$ cat src/design/lmh_pkg.sv
// shared types and constants of the landmark hasher
package lmh_pkg;

	// command codes
	localparam logic [1:0] OP_CLEAR  = 2'd0;
	localparam logic [1:0] OP_LOAD   = 2'd1;
	localparam logic [1:0] OP_ANCHOR = 2'd2;
	localparam logic [1:0] OP_UNUSED = 2'd3;

	// configuration register indexes
	localparam logic [1:0] REG_TARGET_START   = 2'd0;
	localparam logic [1:0] REG_TARGET_SPAN    = 2'd1;
	localparam logic [1:0] REG_FREQ_HALF_SPAN = 2'd2;
	localparam logic [1:0] REG_ZONE_POINTS    = 2'd3;

	// configuration reset values
	localparam logic [15:0] TARGET_START_RST   = 16'd1000;
	localparam logic [15:0] TARGET_SPAN_RST    = 16'd20000;
	localparam logic [16:0] FREQ_HALF_SPAN_RST = 17'd2500;
	localparam logic [3:0]  ZONE_POINTS_RST    = 4'd5;

	// field widths
	localparam int TIME_W = 24;
	localparam int FREQ_W = 18;
	localparam int AMP_W  = 16;
	localparam int HASH_W = 40;
	localparam int HF_W   = 14;
	localparam int DT_W   = 12;
	localparam int PEAK_W = TIME_W + FREQ_W + AMP_W;

	typedef struct packed {
		logic [1:0]        op;
		logic [TIME_W-1:0] ptime;
		logic [FREQ_W-1:0] pfreq;
		logic [AMP_W-1:0]  pamp;
	} cmd_t;

	typedef struct packed {
		logic [15:0] start_delay;
		logic [15:0] target_span;
		logic [16:0] freq_half_span;
		logic [3:0]  zone_points;
	} cfg_t;

	typedef enum logic [2:0] {
		B_IDLE,
		B_ANC_RD,
		B_ANC_LAT,
		B_SCAN,
		B_PICK,
		B_SEEN,
		B_EMIT
	} back_state_t;

endpackage

$ cat src/design/lmh_front.sv
// front end: accepts items, drops unused codes, two-entry command queue
module lmh_front (
	input  logic                clk,
	input  logic                arst_n,
	input  logic                push,
	output logic                full,
	input  logic [1:0]          opcode,
	input  logic [23:0]         peak_time,
	input  logic [17:0]         peak_freq,
	input  logic [15:0]         peak_amp,
	output logic                cmd_valid,
	output lmh_pkg::cmd_t       cmd,
	input  logic                cmd_take
);

	lmh_pkg::cmd_t slot_q [2];
	logic          head_q;
	logic [1:0]    cnt_q;
	logic          enq;
	logic          deq;

	assign full      = (cnt_q == 2'd2);
	assign cmd_valid = (cnt_q != 2'd0);
	assign cmd       = slot_q[head_q];
	assign enq       = push && !full && (opcode != lmh_pkg::OP_UNUSED);
	assign deq       = cmd_take && cmd_valid;

	// queue storage
	always_ff @(posedge clk) begin
		if (enq) begin
			slot_q[head_q ^ (cnt_q == 2'd1)] <= '{op: opcode, ptime: peak_time,
				pfreq: peak_freq, pamp: peak_amp};
		end
	end

	// queue pointers
	always_ff @(posedge clk or negedge arst_n) begin
		if (!arst_n) begin
			head_q <= 1'b0;
			cnt_q  <= 2'd0;
		end else begin
			if (deq) begin
				head_q <= ~head_q;
			end
			cnt_q <= cnt_q + {1'b0, enq} - {1'b0, deq};
		end
	end

endmodule

$ cat config.mk
export PLATFORM = sky130hd
export DESIGN_NAME = lmh_front
export DESIGN_NICKNAME = d
export VERILOG_FILES = /design/src/design/lmh_pkg.sv /design/src/design/lmh_front.sv
export SDC_FILE = /design/constraint.sdc
export NUM_CORES = 1
export LEC_CHECK = 0
export ABC_CLOCK_PERIOD_IN_PS = 17200
export BUFFER_PORTS_ARGS = -buffer_cell sky130_fd_sc_hd__buf_2
export CORE_ASPECT_RATIO = 0.7
export CORE_UTILIZATION = 56
export CTS_CLUSTER_DIAMETER = 120
export CTS_CLUSTER_SIZE = 20
export DETAILED_ROUTE_END_ITERATION = 8
export GPL_ROUTABILITY_DRIVEN = 0
export GPL_TIMING_DRIVEN = 0
export PLACE_DENSITY = 0.85
export SETUP_SLACK_MARGIN = 0.05
export SYNTH_ARGS = -nofsm -noshare
export SYNTH_HDL_FRONTEND = slang
export SYNTH_SLANG_ARGS = --single-unit
export TNS_END_PERCENT = 5
$ cat constraint.sdc
create_clock -name clk -period 17.2 [get_ports clk]
set_input_delay 1.72 -clock clk [delete_from_list [all_inputs] [get_ports clk]]
set_output_delay 1.72 -clock clk [all_outputs]
set_load 0.005 [all_outputs]
Yosys cells after proc, flatten, opt, wreduce, memory -nomap -nowiden
Memories as Yosys holds them, arrays and structs flattened.
Index checks and enable logic that the tools add are counted.

cells by class
  add/sub/neg operators = 2
  equal/unequal tests = 3
  multiplexer cells = 2
  bitwise logic cells = 2
  reductions and logical operators = 5

operators with widths
  cell                count
  $logic_and 1x1->1   3
  $add 2x1->2         1
  $eq 2x1->1 const B  1
  $eq 2x2->1 const B  1
  $mux 1              2
  $ne 2x2->1 const B  1
  $reduce_bool 2->1   1
  $sub 2x1->2         1
  $logic_not 1->1     1
  $not 1->1           1
  $xor 1x1->1         1

storage, ports and cells
  flip-flop bits (word level) = 3
  memory bits (writable) = 120
  input port bits = 64
  output and inout port bits = 62
  logic and storage cells = 17
  memories kept = 1

memory list
  memory  depth  width  rd ports  clocked after Yosys merged registers in  write ports  line             RTL
  slot_q  2      60     1         0                                        1            lmh_front.sv:16  lmh_pkg::cmd_t slot_q [2];

Longest topological paths before layout
  depth after elaboration = 6
  depth in mapped cells = 8
  gate-level depth less buffers = 8

Worst setup path before layout
OpenSTA, ideal clock, no wires.

  path kind = input port to flip-flop
  start point = input opcode[0]
  end point = memory slot_q[0][0] in the netlist's numbering, enable pin
  library setup time = 0.568 ns
  arrival = 6.267 ns
  required time = 16.632 ns
  slack = 10.365 ns
  stages on the path = 3
  path buffers = 0
  cells stage by stage = nand2_1 > nand2_1 > a211oi_1

on the way
  longest elaborated chain between the ends = 4

RTL lines
  item                          line             RTL
  from (decl)                   lmh_front.sv:7   input logic [1:0] opcode,
  $ne 2x2->1                    lmh_front.sv:25  assign enq = push && !full && (opcode != lmh_pkg::OP_UNUSED);
  $logic_and 1x1->1             lmh_front.sv:25
  $mux 1                        lmh_front.sv:30  if (enq) begin
  $mux 1 (not written as such)  lmh_front.sv:31  slot_q[head_q ^ (cnt_q == 2'd1)] <= '{op: opcode, ptime: peak_time,
  to (decl)                     lmh_front.sv:16

Every way passes these cells.

==> reports/qor.txt <==
Worst Hold Depth - 1
Layout Utilization - 0.7625
Hold Path Origin - cnt_q[0]
Startpoint Class - flop
port bufs - 125
first-pass GRT wire length - 12.58 mm
Routed Antenna Nets - 0
largest net degree at the start of global routing - 32
Combinational Power Share - 0.271
f_max - 301.9 MHz
DRT Pass-1 Iters - 4
RR Startpoint - head_q
Hold Crit Class - flop to flop
final hold vios - 0
Worst Skew - 7.786 ps
Synth area leaders - edfxtp_1 79%, mux2_2 15%, buf_6 1.7%
Slew Limit Fails - 0
DP Area - 5400 µm²
# fillers - 475
root buffer cell - clkbuf_16
crit path cell chain - buf_6 -> buf_6 -> mux2_2 -> buf_2
cell row count - 27
Slew HR - 0.4372
core area - 7871 µm²
DIE HEIGHT - 77.54 µm
Vias - 2450
Critical Path Sink Type - output port
internal power - 0.7903 mW
final setup margin - 13890 ps
worst reg2reg path depth - 6
TritonCTS Sinks - 123
worst hold slack - 654.8 ps
DP HPWL - 5.468 mm
largest family of logic cells by synthesized area - multiplexers
post-CTS setup buffers - 0
Post-synth EDFFs - 120
Synth top area share - 0.7895
Clock transition at path regs - 50 ps
CP required - 15480 ps
peak supply drop - 0.0001370 V
final setup vio count - 0
initial antenna violation count - 0
cell taking the most area after synthesis - edfxtp_1
count of non-filler cells in the finished layout - 470
Psw - 0.2861 mW
ant diodes - 0
H-tree depth - 4
CP max FO - 10
top-count cell post-synth - edfxtp_1
synth cell count leaders - 120 x edfxtp_1, 60 x mux2_2, 7 x buf_6
WL final - 8.446 mm
predominant post-synthesis flop cell - edfxtp_1
worst r2r dst - slot_q[0][43]
Starting DRT DRC Count - 94
sw frac - 0.2658
critical setup path kind - flop to output port
Starting Density - 0.5799
leak pwr - 2.287 nW
clk_lat worst skew - 400 ps
post-synthesis simple-gate area fraction - 0.01179
CTS tree - built
DR DRC count - 0
status - finished, final reports clean
wire per inst - 17.97 µm
post-synthesis xor/xnor area fraction - 0.005757
vias in the first global route - 2485
crit path time final - 3313 ps
via/cell ratio - 5.213
I/O Pins - 126
post-route cell area - 6002 µm²
Worst Max-Slew Pin Slew - 841.5 ps
Adder-Cell Fraction of Synth Area - 0.005482
most used cell, CP - buf_6
synthesis-stage register bit count - 123
post-synthesis compound-gate area fraction - 0.004934
Die W - 109.9 µm
pwr/cell area - 179.3 nW/µm²
total track usage - 0.2106
Post-CTS Resized - 0
register area share after synthesis - 0.8059
cts hold-fix bufs - 0
Crit path largest cell delay - 360 ps
Critical Path AT - 1590 ps
Pwr Total - 1.076 mW
placed instance count - 438
master of the slowest instance on the critical path - dfrtp_1
die area - 8521 µm²
Cell variety after synth - 18
Mapped Cells - 208
Hold Path End - cnt_q[0]
Netlist Area Pre-Place - 4564 µm²
Final period util - 0.1926
mux share of post-synthesis cell area - 0.1480
clk buf depth - 2
RSZ-0062 raised after global routing - false
Seq pwr share - 0.401
max-cap viol count - 0
Setup Total Neg Slack - 0 ps
Overflow after GRT - 0
Setup WS pre-CTS - 13700 ps
Synth Net Count - 274
clock share of power - 0.328
r2r setup slk - 14730 ps
area of the multi-input gates - 822.0 µm²
nets - 422
Area Growth Syn to Fin - 31.50%
Async SR Flop Fraction - 0.02439
share of cells above drive strength 1 - 0.6233
CTS buffer count - 17
Ys Warns - 0
Seq. cell area - 3679 µm²
Syn Area/Cell - 21.94 µm²
==> cells by family after synthesis <==
kind of cell	Yosys count
and+or+nand+nor	9
muxes	60
adders and majority gates	2
DFF	123
xor gates and xnor gates	3
AOI/OAI and AO/OA	3
buffers and inverters	8
==> worst max-delay path, delay by kind of cell, from the launching register on <==
kind | cells | cell delay, ps
buffers and inverters | 3 | 480
DFF | 1 | 360
muxes | 1 | 360
==> layer usage <==
layer,GRT usage,vias to the layer above,part of all wire
li1,-,1124,-
met1,0.2572,1213,0.41
met2,0.3413,105,0.50
met3,0.08403,8,0.079
met4,0.07067,0,0.0065
met5,0,-,0
==> flip-flops by register name (all words and copies together) (netlist names) <==
| name | count |
|---|---|
| cnt_q | 2 |
| head_q | 1 |
| slot_q | 120 |
==> layout make-up <==
cell class,instances,area share
plain buffers,7,0.01313
clock buffers,18,0.07150
clock inverters,14,0.02877
inverters,1,0.0006254
multi-input cells,77,0.1370
flip-flops and latches,123,0.6129
well taps,101,0.02105
repair buffers,129,0.1151
==> power groups by stage <==
stage | sequential (mW) | clock, mW | combinational [mW]
final | 0.431 | 0.353 | 0.292
after global routing | 0.438 | 0.370 | 0.319
after CTS | 0.432 | 0.358 | 0.298
after detailed placement | 0.437 | 0 | 0.293
after global placement | 0.441 | 0 | 0.270
after floorplan | 0.435 | 0 | 0.173
==> cells in the final DEF (no fill, tap or decap), types with 3 or more instances in the layout <==
cell	instances
clkbuf_16	17
clkinvlp_4	4
buf_8	3
buf_2	125
buf_6	7
bufinv_16	3
mux2_2	60
dfrtp_1	3
edfxtp_1	120
clkinv_4	4
==> worst max-delay path by stage <==
stage          startpoint      endpoint  slack (ps)
2_1_floorplan   opcode[0]  slot_q[0][0]       10370
3_3_place_gp    opcode[0]  slot_q[0][1]        7950
3_5_place_dp    opcode[0]  slot_q[0][9]       13700
4_1_cts            head_q        cmd[2]       13860
5_1_grt            head_q        cmd[2]       13830
6_report           head_q       cmd[49]       13890
No activity file was read; power rests on OpenSTA's default activity.
